**src/rtl/rth_pkg.sv**
```systemverilog
// Shared types and constants for the RGB to HSV converter.
package rth_pkg;

	localparam int CHANNEL_BITS_DEF = 8;
	localparam int HUE_BITS = 9;
	localparam int HUE_FRAC_BITS = 6;

	localparam logic [HUE_BITS-1:0] HUE_RED_BASE = 9'd360;
	localparam logic [HUE_BITS-1:0] HUE_GREEN_BASE = 9'd120;
	localparam logic [HUE_BITS-1:0] HUE_BLUE_BASE = 9'd240;

	typedef enum logic [2:0] {
		SEC_RED = 3'b001,
		SEC_GREEN = 3'b010,
		SEC_BLUE = 3'b100
	} sector_t;

	typedef struct packed {
		logic gray;
		logic black;
		logic neg;
		sector_t sector;
	} pix_ctrl_t;

endpackage

```
**src/rtl/rgb_to_hsv_converter.sv**
```systemverilog
// Top level of the pipelined RGB to HSV pixel converter.
// Usage:
// Pixels enter on the pix channel (red_in, green_in, blue_in with pix_valid and
// pix_ready) and results leave on the hsv channel (hue_deg, sat_level, val_level
// with hsv_valid and hsv_ready). Both channels transfer an item on a clock edge
// where valid and ready are both high.
// An input stage finds the largest channel, the hue sector and the two dividends;
// a chain of max(CHANNEL_BITS, 6) division cells then settles one quotient bit per
// cell for hue and saturation together, and an output stage assembles the hue.
// Throughput is one item per cycle while hsv_ready stays high; the depth of the cell chain sets the latency.
// Every stage has its own valid flag, so a stalled receiver only holds the stages
// that are full and gaps in the stream are closed up behind it.
// Reset empties all stages; no other state is kept between items.
module rgb_to_hsv_converter #(
	parameter int CHANNEL_BITS = rth_pkg::CHANNEL_BITS_DEF
) (
	input logic clk,
	input logic arst_n,
	input logic pix_valid,
	output logic pix_ready,
	input logic [CHANNEL_BITS-1:0] red_in,
	input logic [CHANNEL_BITS-1:0] green_in,
	input logic [CHANNEL_BITS-1:0] blue_in,
	output logic hsv_valid,
	input logic hsv_ready,
	output logic [rth_pkg::HUE_BITS-1:0] hue_deg,
	output logic [CHANNEL_BITS-1:0] sat_level,
	output logic [CHANNEL_BITS-1:0] val_level
);
	import rth_pkg::*;

	localparam int QUO_BITS = (CHANNEL_BITS > HUE_FRAC_BITS) ? CHANNEL_BITS : HUE_FRAC_BITS;
	localparam int RW = CHANNEL_BITS + QUO_BITS;

	logic c_valid [0:QUO_BITS];
	logic c_ready [0:QUO_BITS];
	pix_ctrl_t c_ctrl [0:QUO_BITS];
	logic [CHANNEL_BITS-1:0] c_max [0:QUO_BITS];
	logic [CHANNEL_BITS-1:0] c_delta [0:QUO_BITS];
	logic [RW-1:0] c_hue_rem [0:QUO_BITS];
	logic [RW-1:0] c_sat_rem [0:QUO_BITS];
	logic [QUO_BITS-1:0] c_hue_quo [0:QUO_BITS];
	logic [QUO_BITS-1:0] c_sat_quo [0:QUO_BITS];

	rth_front #(
		.CHANNEL_BITS(CHANNEL_BITS),
		.QUO_BITS(QUO_BITS)
	) u_front (
		.clk(clk),
		.arst_n(arst_n),
		.up_valid(pix_valid),
		.up_ready(pix_ready),
		.red_in(red_in),
		.green_in(green_in),
		.blue_in(blue_in),
		.dn_valid(c_valid[0]),
		.dn_ready(c_ready[0]),
		.dn_ctrl(c_ctrl[0]),
		.dn_max(c_max[0]),
		.dn_delta(c_delta[0]),
		.dn_hue_rem(c_hue_rem[0]),
		.dn_sat_rem(c_sat_rem[0])
	);

	assign c_hue_quo[0] = '0;
	assign c_sat_quo[0] = '0;

	for (genvar i = 0; i < QUO_BITS; i++) begin : g_cell
		rth_div_cell #(
			.CHANNEL_BITS(CHANNEL_BITS),
			.QUO_BITS(QUO_BITS),
			.BIT_IDX(QUO_BITS - 1 - i)
		) u_cell (
			.clk(clk),
			.arst_n(arst_n),
			.up_valid(c_valid[i]),
			.up_ready(c_ready[i]),
			.up_ctrl(c_ctrl[i]),
			.up_max(c_max[i]),
			.up_delta(c_delta[i]),
			.up_hue_rem(c_hue_rem[i]),
			.up_sat_rem(c_sat_rem[i]),
			.up_hue_quo(c_hue_quo[i]),
			.up_sat_quo(c_sat_quo[i]),
			.dn_valid(c_valid[i+1]),
			.dn_ready(c_ready[i+1]),
			.dn_ctrl(c_ctrl[i+1]),
			.dn_max(c_max[i+1]),
			.dn_delta(c_delta[i+1]),
			.dn_hue_rem(c_hue_rem[i+1]),
			.dn_sat_rem(c_sat_rem[i+1]),
			.dn_hue_quo(c_hue_quo[i+1]),
			.dn_sat_quo(c_sat_quo[i+1])
		);
	end

	rth_back #(
		.CHANNEL_BITS(CHANNEL_BITS),
		.QUO_BITS(QUO_BITS)
	) u_back (
		.clk(clk),
		.arst_n(arst_n),
		.up_valid(c_valid[QUO_BITS]),
		.up_ready(c_ready[QUO_BITS]),
		.up_ctrl(c_ctrl[QUO_BITS]),
		.up_max(c_max[QUO_BITS]),
		.up_hue_rem(c_hue_rem[QUO_BITS]),
		.up_hue_quo(c_hue_quo[QUO_BITS]),
		.up_sat_quo(c_sat_quo[QUO_BITS]),
		.dn_valid(hsv_valid),
		.dn_ready(hsv_ready),
		.hue_deg(hue_deg),
		.sat_level(sat_level),
		.val_level(val_level)
	);

endmodule

```
**src/rtl/rth_front.sv**
```systemverilog
// Input stage: largest and smallest channel, hue sector and the two dividends.
module rth_front #(
	parameter int CHANNEL_BITS = rth_pkg::CHANNEL_BITS_DEF,
	parameter int QUO_BITS = rth_pkg::CHANNEL_BITS_DEF
) (
	input logic clk,
	input logic arst_n,
	input logic up_valid,
	output logic up_ready,
	input logic [CHANNEL_BITS-1:0] red_in,
	input logic [CHANNEL_BITS-1:0] green_in,
	input logic [CHANNEL_BITS-1:0] blue_in,
	output logic dn_valid,
	input logic dn_ready,
	output rth_pkg::pix_ctrl_t dn_ctrl,
	output logic [CHANNEL_BITS-1:0] dn_max,
	output logic [CHANNEL_BITS-1:0] dn_delta,
	output logic [CHANNEL_BITS+QUO_BITS-1:0] dn_hue_rem,
	output logic [CHANNEL_BITS+QUO_BITS-1:0] dn_sat_rem
);
	import rth_pkg::*;

	localparam int RW = CHANNEL_BITS + QUO_BITS;

	logic [CHANNEL_BITS-1:0] mx;
	logic [CHANNEL_BITS-1:0] mn;
	logic [CHANNEL_BITS-1:0] delta;
	logic [CHANNEL_BITS-1:0] opa;
	logic [CHANNEL_BITS-1:0] opb;
	logic [CHANNEL_BITS-1:0] mag;
	logic [RW-1:0] mag_x;
	logic [RW-1:0] delta_x;
	pix_ctrl_t ctrl;

	logic valid_s1;
	pix_ctrl_t ctrl_s1;
	logic [CHANNEL_BITS-1:0] max_s1;
	logic [CHANNEL_BITS-1:0] delta_s1;
	logic [RW-1:0] hue_rem_s1;
	logic [RW-1:0] sat_rem_s1;

	always_comb begin
		if (red_in >= green_in && red_in >= blue_in) begin
			ctrl.sector = SEC_RED;
			mx = red_in;
			opa = green_in;
			opb = blue_in;
		end else if (green_in >= blue_in) begin
			ctrl.sector = SEC_GREEN;
			mx = green_in;
			opa = blue_in;
			opb = red_in;
		end else begin
			ctrl.sector = SEC_BLUE;
			mx = blue_in;
			opa = red_in;
			opb = green_in;
		end
		mn = (opa < opb) ? opa : opb;
		delta = mx - mn;
		ctrl.neg = opa < opb;
		mag = ctrl.neg ? (opb - opa) : (opa - opb);
		ctrl.gray = delta == '0;
		ctrl.black = mx == '0;
		mag_x = {{(RW-CHANNEL_BITS){1'b0}}, mag};
		delta_x = {{(RW-CHANNEL_BITS){1'b0}}, delta};
	end

	assign up_ready = !valid_s1 || dn_ready;

	always_ff @(posedge clk or negedge arst_n) begin
		if (!arst_n) begin
			valid_s1 <= 1'b0;
		end else if (up_ready) begin
			valid_s1 <= up_valid;
		end
	end

	// Sixty times the difference is formed as 64x - 4x; full scale times delta as 2^W d - d.
	always_ff @(posedge clk) begin
		if (up_valid && up_ready) begin
			ctrl_s1 <= ctrl;
			max_s1 <= mx;
			delta_s1 <= delta;
			hue_rem_s1 <= (mag_x << 6) - (mag_x << 2);
			sat_rem_s1 <= (delta_x << CHANNEL_BITS) - delta_x;
		end
	end

	assign dn_valid = valid_s1;
	assign dn_ctrl = ctrl_s1;
	assign dn_max = max_s1;
	assign dn_delta = delta_s1;
	assign dn_hue_rem = hue_rem_s1;
	assign dn_sat_rem = sat_rem_s1;

endmodule

```
**src/rtl/rth_div_cell.sv**
```systemverilog
// One cell of the divider chain: settles one quotient bit of the hue and saturation divisions.
module rth_div_cell #(
	parameter int CHANNEL_BITS = rth_pkg::CHANNEL_BITS_DEF,
	parameter int QUO_BITS = rth_pkg::CHANNEL_BITS_DEF,
	parameter int BIT_IDX = 0
) (
	input logic clk,
	input logic arst_n,
	input logic up_valid,
	output logic up_ready,
	input rth_pkg::pix_ctrl_t up_ctrl,
	input logic [CHANNEL_BITS-1:0] up_max,
	input logic [CHANNEL_BITS-1:0] up_delta,
	input logic [CHANNEL_BITS+QUO_BITS-1:0] up_hue_rem,
	input logic [CHANNEL_BITS+QUO_BITS-1:0] up_sat_rem,
	input logic [QUO_BITS-1:0] up_hue_quo,
	input logic [QUO_BITS-1:0] up_sat_quo,
	output logic dn_valid,
	input logic dn_ready,
	output rth_pkg::pix_ctrl_t dn_ctrl,
	output logic [CHANNEL_BITS-1:0] dn_max,
	output logic [CHANNEL_BITS-1:0] dn_delta,
	output logic [CHANNEL_BITS+QUO_BITS-1:0] dn_hue_rem,
	output logic [CHANNEL_BITS+QUO_BITS-1:0] dn_sat_rem,
	output logic [QUO_BITS-1:0] dn_hue_quo,
	output logic [QUO_BITS-1:0] dn_sat_quo
);
	import rth_pkg::*;

	localparam int RW = CHANNEL_BITS + QUO_BITS;
	localparam logic [QUO_BITS-1:0] QBIT = {{(QUO_BITS-1){1'b0}}, 1'b1} << BIT_IDX;

	logic [RW-1:0] hue_div;
	logic [RW-1:0] sat_div;
	logic hue_ge;
	logic sat_ge;

	logic valid_q;
	pix_ctrl_t ctrl_q;
	logic [CHANNEL_BITS-1:0] max_q;
	logic [CHANNEL_BITS-1:0] delta_q;
	logic [RW-1:0] hue_rem_q;
	logic [RW-1:0] sat_rem_q;
	logic [QUO_BITS-1:0] hue_quo_q;
	logic [QUO_BITS-1:0] sat_quo_q;
	logic [RW-1:0] chk_hue_div;
	logic [RW-1:0] chk_sat_div;

	assign hue_div = {{(RW-CHANNEL_BITS){1'b0}}, up_delta} << BIT_IDX;
	assign sat_div = {{(RW-CHANNEL_BITS){1'b0}}, up_max} << BIT_IDX;
	assign hue_ge = up_hue_rem >= hue_div;
	assign sat_ge = up_sat_rem >= sat_div;

	assign up_ready = !valid_q || dn_ready;

	always_ff @(posedge clk or negedge arst_n) begin
		if (!arst_n) begin
			valid_q <= 1'b0;
		end else if (up_ready) begin
			valid_q <= up_valid;
		end
	end

	always_ff @(posedge clk) begin
		if (up_valid && up_ready) begin
			ctrl_q <= up_ctrl;
			max_q <= up_max;
			delta_q <= up_delta;
			hue_rem_q <= hue_ge ? (up_hue_rem - hue_div) : up_hue_rem;
			sat_rem_q <= sat_ge ? (up_sat_rem - sat_div) : up_sat_rem;
			hue_quo_q <= hue_ge ? (up_hue_quo | QBIT) : up_hue_quo;
			sat_quo_q <= sat_ge ? (up_sat_quo | QBIT) : up_sat_quo;
		end
	end

	assign dn_valid = valid_q;
	assign dn_ctrl = ctrl_q;
	assign dn_max = max_q;
	assign dn_delta = delta_q;
	assign dn_hue_rem = hue_rem_q;
	assign dn_sat_rem = sat_rem_q;
	assign dn_hue_quo = hue_quo_q;
	assign dn_sat_quo = sat_quo_q;

	assign chk_hue_div = {{(RW-CHANNEL_BITS){1'b0}}, delta_q} << BIT_IDX;
	assign chk_sat_div = {{(RW-CHANNEL_BITS){1'b0}}, max_q} << BIT_IDX;

	// After each step the partial remainder must lie below the divisor at this bit weight.
	a_hue_rem_bound: assert property (@(posedge clk) disable iff (!arst_n)
		valid_q && !ctrl_q.gray |-> hue_rem_q < chk_hue_div)
		else $error("hue remainder out of range after division step");

	a_sat_rem_bound: assert property (@(posedge clk) disable iff (!arst_n)
		valid_q && !ctrl_q.black |-> sat_rem_q < chk_sat_div)
		else $error("saturation remainder out of range after division step");

endmodule

```
**src/rtl/rth_back.sv**
```systemverilog
// Output stage: turns the sector and the hue quotient into degrees and holds the result.
module rth_back #(
	parameter int CHANNEL_BITS = rth_pkg::CHANNEL_BITS_DEF,
	parameter int QUO_BITS = rth_pkg::CHANNEL_BITS_DEF
) (
	input logic clk,
	input logic arst_n,
	input logic up_valid,
	output logic up_ready,
	input rth_pkg::pix_ctrl_t up_ctrl,
	input logic [CHANNEL_BITS-1:0] up_max,
	input logic [CHANNEL_BITS+QUO_BITS-1:0] up_hue_rem,
	input logic [QUO_BITS-1:0] up_hue_quo,
	input logic [QUO_BITS-1:0] up_sat_quo,
	output logic dn_valid,
	input logic dn_ready,
	output logic [rth_pkg::HUE_BITS-1:0] hue_deg,
	output logic [CHANNEL_BITS-1:0] sat_level,
	output logic [CHANNEL_BITS-1:0] val_level
);
	import rth_pkg::*;

	logic [HUE_BITS-1:0] frac;
	logic [HUE_BITS-1:0] step;
	logic [HUE_BITS-1:0] hue;
	logic [CHANNEL_BITS-1:0] sat;

	logic valid_q;
	logic [HUE_BITS-1:0] hue_q;
	logic [CHANNEL_BITS-1:0] sat_q;
	logic [CHANNEL_BITS-1:0] val_q;

	// A negative offset is floored, so a non-zero remainder rounds its magnitude up.
	always_comb begin
		frac = {{(HUE_BITS-HUE_FRAC_BITS){1'b0}}, up_hue_quo[HUE_FRAC_BITS-1:0]};
		step = frac + {{(HUE_BITS-1){1'b0}}, (up_hue_rem != '0)};
		case (up_ctrl.sector)
			SEC_RED: hue = up_ctrl.neg ? (HUE_RED_BASE - step) : frac;
			SEC_GREEN: hue = up_ctrl.neg ? (HUE_GREEN_BASE - step) : (HUE_GREEN_BASE + frac);
			SEC_BLUE: hue = up_ctrl.neg ? (HUE_BLUE_BASE - step) : (HUE_BLUE_BASE + frac);
			default: hue = '0;
		endcase
		if (up_ctrl.gray) begin
			hue = '0;
		end
		sat = up_ctrl.black ? '0 : up_sat_quo[CHANNEL_BITS-1:0];
	end

	assign up_ready = !valid_q || dn_ready;

	always_ff @(posedge clk or negedge arst_n) begin
		if (!arst_n) begin
			valid_q <= 1'b0;
		end else if (up_ready) begin
			valid_q <= up_valid;
		end
	end

	always_ff @(posedge clk) begin
		if (up_valid && up_ready) begin
			hue_q <= hue;
			sat_q <= sat;
			val_q <= up_max;
		end
	end

	assign dn_valid = valid_q;
	assign hue_deg = hue_q;
	assign sat_level = sat_q;
	assign val_level = val_q;

	a_hue_range: assert property (@(posedge clk) disable iff (!arst_n)
		valid_q |-> hue_q < HUE_RED_BASE)
		else $error("hue outside 0 to 359 degrees");

	a_black_pixel: assert property (@(posedge clk) disable iff (!arst_n)
		valid_q && val_q == '0 |-> sat_q == '0 && hue_q == '0)
		else $error("black pixel gave non-zero hue or saturation");

endmodule
```
**config.mk**
```make
export PLATFORM = sky130hd
export DESIGN_NAME = rgb_to_hsv_converter
export DESIGN_NICKNAME = d
export VERILOG_FILES = /design/src/rtl/rth_pkg.sv /design/src/rtl/rgb_to_hsv_converter.sv /design/src/rtl/rth_front.sv /design/src/rtl/rth_div_cell.sv /design/src/rtl/rth_back.sv
export SDC_FILE = /design/constraint.sdc
export NUM_CORES = 1
export LEC_CHECK = 0
export ABC_AREA = 1
export BUFFER_PORTS_ARGS = -buffer_cell sky130_fd_sc_hd__buf_2
export CAP_MARGIN = 40
export CORE_MARGIN = 5
export CORE_UTILIZATION = 60
export DETAILED_ROUTE_END_ITERATION = 10
export GPL_TIMING_DRIVEN = 1
export PLACE_DENSITY = 0.77
export SYNTH_ARGS = -nofsm -noshare
export SYNTH_HDL_FRONTEND = slang
export SYNTH_SLANG_ARGS = --single-unit
```
**constraint.sdc**
```tcl
create_clock -name clk -period 5.2 [get_ports clk]
set_input_delay 0.26 -clock clk [delete_from_list [all_inputs] [get_ports clk]]
set_output_delay 0.26 -clock clk [all_outputs]
set_load 0.05 [all_outputs]
```
==> results.py, run 1 <==
metrics = {
    "status": {
        "status": "completed",
    },
    "timing": {
        "setup_ws_ns": 0.392,
        "hold_viol": 0,
        "finalHoldWorstSlack_ns": 0.104,
        "period_needed_ns": 4.81,
        "relSlewSlack_pct": 37.1,
        "slew_violations": 0,
        "fin_crit_sh_pct": 92.5,
        "finClkSkew_ns": 0.0256,
        "worstMarginPinSlew_ns": 0.940,
        "finalSetupViolCount": 0,
        "rsz0062_at_grt": "false",
        "max_clock_freq_ghz": 0.208,
    },
    "floorplanning": {
        "pin_count": 55,
        "die_x_um": 225,
        "dieArea_sq_mm": 0.0505,
        "placementRows": 78,
        "core-area_sq_mm": 0.0455,
        "start_util_pct": 60.9,
        "die_y_um": 225,
    },
    "clocking": {
        "cts-root-buf": "clkbuf_16",
        "clkSinkCount": 530,
        "clk_latency_ns": 0.56,
        "cts_tree": "yes",
        "path_clk_slew_ns": 0.06,
        "cts_buffers": 50,
        "h-tree-depth": 2,
        "clockBufferDepth": 3,
    },
    "place": {
        "place_inst": 3328,
        "portBuffers": 54,
        "post-dp-hpwl_um": 38500,
        "gp_congestion": 0.924,
        "dp_slack_ns": -0.266,
    },
    "power": {
        "vdd_drop_max_mv": 0.403,
        "leakage_nw": 13.6,
        "p_per_area_mw_per_mm2": 707,
    },
    "critical_path": {
        "crit_path_frequent_cell": "nand2_1",
        "crit_fanout": 7,
        "slowest_stage": "fa_1",
        "r2r_end": "u_front.dn_delta[6]$_DFFE_PP_",
        "cp-endpoint": "u_front.dn_sat_rem[8]$_DFFE_PP_",
        "crit_start": "red_in[0]",
        "cp-start-kind": "input pin",
        "cp_data_arrival_time_ns": 5.11,
        "cp.required_ns": 5.50,
        "end_kind": "register",
        "reg2reg_setup_slack_ns": 1.79,
        "reg2reg_from": "u_back.dn_valid$_DFFE_PN0P_",
        "crit_type": "in -> reg",
        "slowest_delay_ns": 0.38,
        "r2r_cells": 22,
    },
    "synthesis": {
        "postSynthCellCount": 2611,
        "synth_area_sq_mm": 0.0277,
        "synth-edff-count": 520,
        "synth_area_leader_cell": "edfxtp_1",
        "synth.yosys.warnings": 0,
        "synth_top_area_share_pct": 56.4,
        "ys_seq_area_share_pct": 57.3,
        "avgSynthCellArea_sq_um": 10.6,
        "ys_ff_latch": 530,
        "yosysUniqueCellTypes": 58,
        "syn_nets": 2847,
        "ys.flop_type": "edfxtp_1",
        "async_flop_share_pct": 1.89,
        "ys_top_cells_by_area": "edfxtp_1 (56%), ha_1 (8.6%), inv_1 (5.9%)",
    },
    "global_routing": {
        "first_global_vias": 18300,
        "grt_max_degree": 65,
        "grt_overflow": 0,
        "grt_pass1_wl_um": 83900,
        "antenna_found_initial": 0,
        "grt_usage_pct": 20.0,
    },
    "flow_run": {
        "drv_cap": 0,
    },
    "cells_and_area": {
        "synthToLayoutAreaGrowth_pct": 12.4,
        "n_antenna_cell": 0,
        "finalNonFillerCells": 3421,
        "drive_above_1_share_pct": 11.0,
        "final_nets": 3019,
    },
    "drt": {
        "final_antenna_net_count": 0,
        "vias": 18300,
        "avgViaCountPerCell": 5.34,
        "wire_per_inst_um": 14.7,
        "drt_pre_antenna_iters": 8,
        "dr.first_iter.drc_count": 1127,
        "drcViolationCount": 0,
        "wirelength_um": 50300,
    },
    "hold_path": {
        "hold_class": "in -> async",
    },
}
==> kinds of logic (layout without fill, tap and decap cells) <==
group	after synthesis	count (layout)	share of synthesized area (%)
simple gates	852	852	13.3
flops	530	530	57.3
buf+inv	471	681	6.45
compound gates	403	403	8.33
fa+ha+maj	208	208	9.89
xor+xnor	144	144	4.56
mux	3	3	0.122
==> cell usage after synthesis (18+ instances only) <==
cell / number
xor2_1: 94
nand4_1: 19
ha_1: 190
nor4_1: 20
inv_1: 438
nand3_1: 72
nand2_1: 414
clkbuf_1: 23
xnor2_1: 50
nor3_1: 37
fa_1: 18
a221oi_1: 19
a21oi_1: 164
nand2_2: 18
edfxtp_1: 520
nor2_1: 229
o21ai_0: 134
==> power breakdown <==
group	internal [mW]	leakage (nW)	switching (mW)	total, mW
combinational	3.87	7.65	5.88	9.75
clock	2.09	0.801	1.50	3.59
sequential	7.69	5.10	0.971	8.66
total	13.6	13.6	8.35	22.0
==> layer usage <==
| metal | share of wire [%] | track usage (%) |
|---|---|---|
| met1 | 38 | 22.0 |
| met2 | 54 | 38.7 |
| met3 | 3.3 | 2.43 |
| met4 | 4.2 | 8.23 |
| met5 | 0 | 0 |
==> stage by stage <==
step / setup TNS, ns / total power [mW] / util, % / instance area (sq um)
after CTS: 0 / 22.1 / 68.3 / 31100
after detailed placement: -2.27 / 18.4 / 64.7 / 29400
after global routing: 0 / 23.8 / 68.4 / 31100
after global placement: -0.350 / 17.7 / 64.6 / 29400
final: 0 / 22.0 / 68.4 / 31100
after floorplan: 0 / 15.9 / - / 27800
==> repair_timing <==
action	4_1_cts	5_1_grt
endpoints found under the hold margin	12	0
endpoints found under the setup margin	0	10
resized for setup	0	9
hold buffers	3	0
setup buffers	0	0
==> cells in the final DEF (no fill, tap or decap), drive strengths merged, types with 63 or more instances in the layout <==
cell type	count
edfxtp	520
inv	445
nand2	438
nor2	236
ha	190
a21oi	164
buf	144
o21ai	141
xor2	94
nand3	77
clkbuf	63
==> worst min path at each step <==
stage / slack, ns / from / end
floorplan: -0.04 / arst_n / g_cell[0].u_cell.dn_valid$_DFFE_PN0P_
global placement: 0.13 / arst_n / u_front.dn_valid$_DFFE_PN0N_
detailed placement: 0.15 / arst_n / u_front.dn_valid$_DFFE_PN0N_
CTS: 0.07 / arst_n / u_back.dn_valid$_DFFE_PN0P_
global route: 0.13 / arst_n / g_cell[0].u_cell.dn_valid$_DFFE_PN0P_
finish: 0.10 / arst_n / u_front.dn_valid$_DFFE_PN0N_
==> cell type report <==
type                    count  area (sq um)
clock inverters            27           282
multi-input cells        1610         10200
well taps                 600           751
repair buffers            147           988
clock buffers              63          1350
flip-flops and latches    530         15900
fillers                  3229         14400
inverters                 444          1670
==> worst max-delay path: cells and delay by family <==
kind	cells	cell delay (ns)
buffers and inverters	7	0.63
AOI/OAI and AO/OA	5	0.86
xor gates and xnor gates	2	0.37
and+or+nand+nor	20	1.79
adders and majority gates	4	1.15
==> flip-flops by register name (all words and copies together), names as in the netlist, 9 cells and up <==
| register | cells |
|---|---|
| g_cell.u_cell.dn_ctrl | 48 |
| g_cell.u_cell.dn_delta | 49 |
| g_cell.u_cell.dn_hue_quo | 21 |
| g_cell.u_cell.dn_hue_rem | 115 |
| g_cell.u_cell.dn_max | 64 |
| g_cell.u_cell.dn_sat_quo | 36 |
| g_cell.u_cell.dn_sat_rem | 112 |
| u_back.hue_deg | 9 |
| u_front.dn_hue_rem | 13 |
| u_front.dn_sat_rem | 16 |
No activity file was read; power rests on OpenSTA's default activity.
==> run 2, diff against run 1 <==
GPL_ROUTABILITY_DRIVEN = 0   (was not set)
MAX_ROUTING_LAYER = met4   (was not set)
==> run 2 against run 1 <==
Against the previous run: clock skew shrank 0.0030 ns; hold slack lost 0.028 ns; combinational power shrank 2%; sequential share of layout area grew 0.53 points; largest cell class unchanged; global-route usage grew 0.34 points; critical path type unchanged; register-to-register slack gained 0.12 ns; setup slack lost 0.041 ns; non-clock buffer count shrank 39; first-iteration DRC count shrank 8.0%; highest routed layer unchanged; core utilization shrank 0.70 points; flip-flop and latch count is the same.
==> results.py, run 2 (synthesis gave the netlist of run 1 again) <==
metrics = {
    "timing": {
        "relSlewSlack_pct": 48.0,
        "fin_crit_sh_pct": 93.2,
        "finalSetupViolCount": 0,
        "period_needed_ns": 4.85,
        "hold_viol": 0,
        "tns_ns": 0,
        "max_clock_freq_ghz": 0.206,
        "slew_violations": 0,
        "finClkSkew_ns": 0.0226,
        "worstMarginPinSlew_ns": 0.780,
    },
    "power": {
        "combPwrFrac_pct": 44.1,
        "p_total_mw": 21.8,
        "seq_power_share_pct": 39.7,
        "switching_share_pct": 38.3,
        "power_switching_mw": 8.33,
        "p_clk_share_pct": 16.2,
        "p_int_mw": 13.4,
        "vdd_drop_max_mv": 0.398,
        "leakage_nw": 13.3,
        "p_per_area_mw_per_mm2": 707,
    },
    "status": {
        "status": "completed",
    },
    "global_routing": {
        "antenna_found_initial": 0,
        "grt_usage_pct": 20.3,
        "first_global_vias": 18900,
        "grt_max_degree": 65,
        "grt_pass1_wl_um": 84000,
        "grt_overflow": 0,
    },
    "clocking": {
        "cts_buffers": 51,
        "cts-root-buf": "clkbuf_16",
        "clkSinkCount": 530,
        "clk_latency_ns": 0.60,
        "h-tree-depth": 2,
        "path_clk_slew_ns": 0.06,
        "clockBufferDepth": 3,
        "cts_tree": "yes",
    },
    "cells_and_area": {
        "mostFrequentLayoutCell": "edfxtp_1",
        "synthToLayoutAreaGrowth_pct": 11.2,
        "regArea_sq_mm": 0.0159,
        "most-common-layout-cells": "edfxtp_1 (520), inv_1 (431), nand2_1 (411)",
        "n_antenna_cell": 0,
        "multi_input_area_sq_mm": 0.0102,
        "drive_above_1_share_pct": 9.44,
        "largest_register_ffs": 115,
        "num-fill-cells": 3179,
        "fin_util_pct": 67.7,
        "final_nets": 2981,
    },
    "place": {
        "portBuffers": 54,
        "post-dp-hpwl_um": 36400,
    },
    "drt": {
        "avgViaCountPerCell": 5.42,
        "wire_per_inst_um": 14.4,
        "final_antenna_net_count": 0,
        "drt_pre_antenna_iters": 5,
        "drcViolationCount": 0,
        "vias": 18300,
        "wirelength_um": 48700,
        "dr.first_iter.drc_count": 1037,
    },
    "critical_path": {
        "crit_fanout": 11,
        "cp_data_arrival_time_ns": 5.20,
        "worst-path-buf-inv": 9,
        "slowest_stage": "ha_4",
        "crit_type": "in -> reg",
        "crit_family": "simple AND/OR/NAND/NOR gates",
        "slowest_delay_ns": 0.33,
        "cp-start-kind": "input pin",
        "end_kind": "register",
        "cp.required_ns": 5.55,
    },
    "floorplanning": {
        "placementRows": 78,
        "pin_count": 55,
        "die_x_um": 225,
        "core-area_sq_mm": 0.0455,
        "dieArea_sq_mm": 0.0505,
        "start_util_pct": 60.9,
        "die_y_um": 225,
    },
    "hold_path": {
        "hold_class": "in -> async",
    },
    "flow_run": {
        "drv_cap": 0,
    },
}
[run 2: cell types whose count changed in the layout (fill, tap and decap cells not counted), sizes merged]
cell / change
buf: -39
clkinvlp: +3
clkinv: +1
clkbuf: +3
bufinv: -2
[run 2: layer usage]
layer	global-route usage [%]	vias to the layer above	share of wire (%)
met1	21.0	8524	37
met3	2.99	173	3.6
li1	-	9191	-
met4	8.56	0	4.5
met5	-	-	0
met2	38.3	454	54
[run 2: timing repair]
action / in CTS / in global routing
setup buffers: 0 / 3
gates resized for setup: 0 / 7
endpoints found under the setup margin: 0 / 7
hold buffers: 3 / 0
hold endpoints to repair: 12 / 0
[run 2: final cells by class]
type                    instances  area share [%]
flip-flops and latches        530            51.5
multi-input cells            1610            33.1
inverters                     444            5.44
clock buffers                  66            4.39
well taps                     600            2.44
repair buffers                108            2.28
clock inverters                29           0.788
[run 2: power by group through the flow]
stage / Sequential, mW / Clock, mW / Combinational, mW
after floorplan: 8.54 / 0 / 7.36
after global placement: 8.62 / 0 / 8.89
after detailed placement: 8.71 / 0 / 9.42
after CTS: 8.65 / 3.59 / 9.55
after global routing: 8.86 / 3.78 / 10.9
final: 8.64 / 3.52 / 9.60
[run 2: path summary, 6_finish.rpt]
kind | start | endpoint | slack (ns) | cells after the start
setup / recovery | blue_in[6] | u_front.dn_sat_rem[15]$_DFFE_PP_ | 0.35 | 35
hold / removal | arst_n | u_back.dn_valid$_DFFE_PN0P_ | 0.08 | 2
setup reg to reg | u_back.dn_valid$_DFFE_PN0P_ | u_front.dn_hue_rem[12]$_DFFE_PP_ | 1.91 | 22
hold reg to reg | g_cell[5].u_cell.dn_ctrl[1]$_DFFE_PP_ | g_cell[6].u_cell.dn_ctrl[1]$_DFFE_PP_ | 0.41 | 0
max in group asynchronous | arst_n | g_cell[7].u_cell.dn_valid$_DFFE_PN0P_ | 4.90 | 2
min in group clk | blue_in[0] | u_front.dn_max[0]$_DFFE_PP_ | 0.19 | 3
[run 2: metrics by stage]
stage | setup WS (ns) | hold slack [ns] | instance area, sq um | std cells
after floorplan | 0.00397 | -0.0356 | 27800 | 2611
after global placement | 0.0476 | 0.137 | 29000 | 3280
after detailed placement | -0.283 | 0.147 | 29100 | 3285
after CTS | 0.371 | 0.0316 | 30700 | 3383
after global routing | -0.0333 | 0.0880 | 30800 | 3387
final | 0.351 | 0.0767 | 30800 | 3387
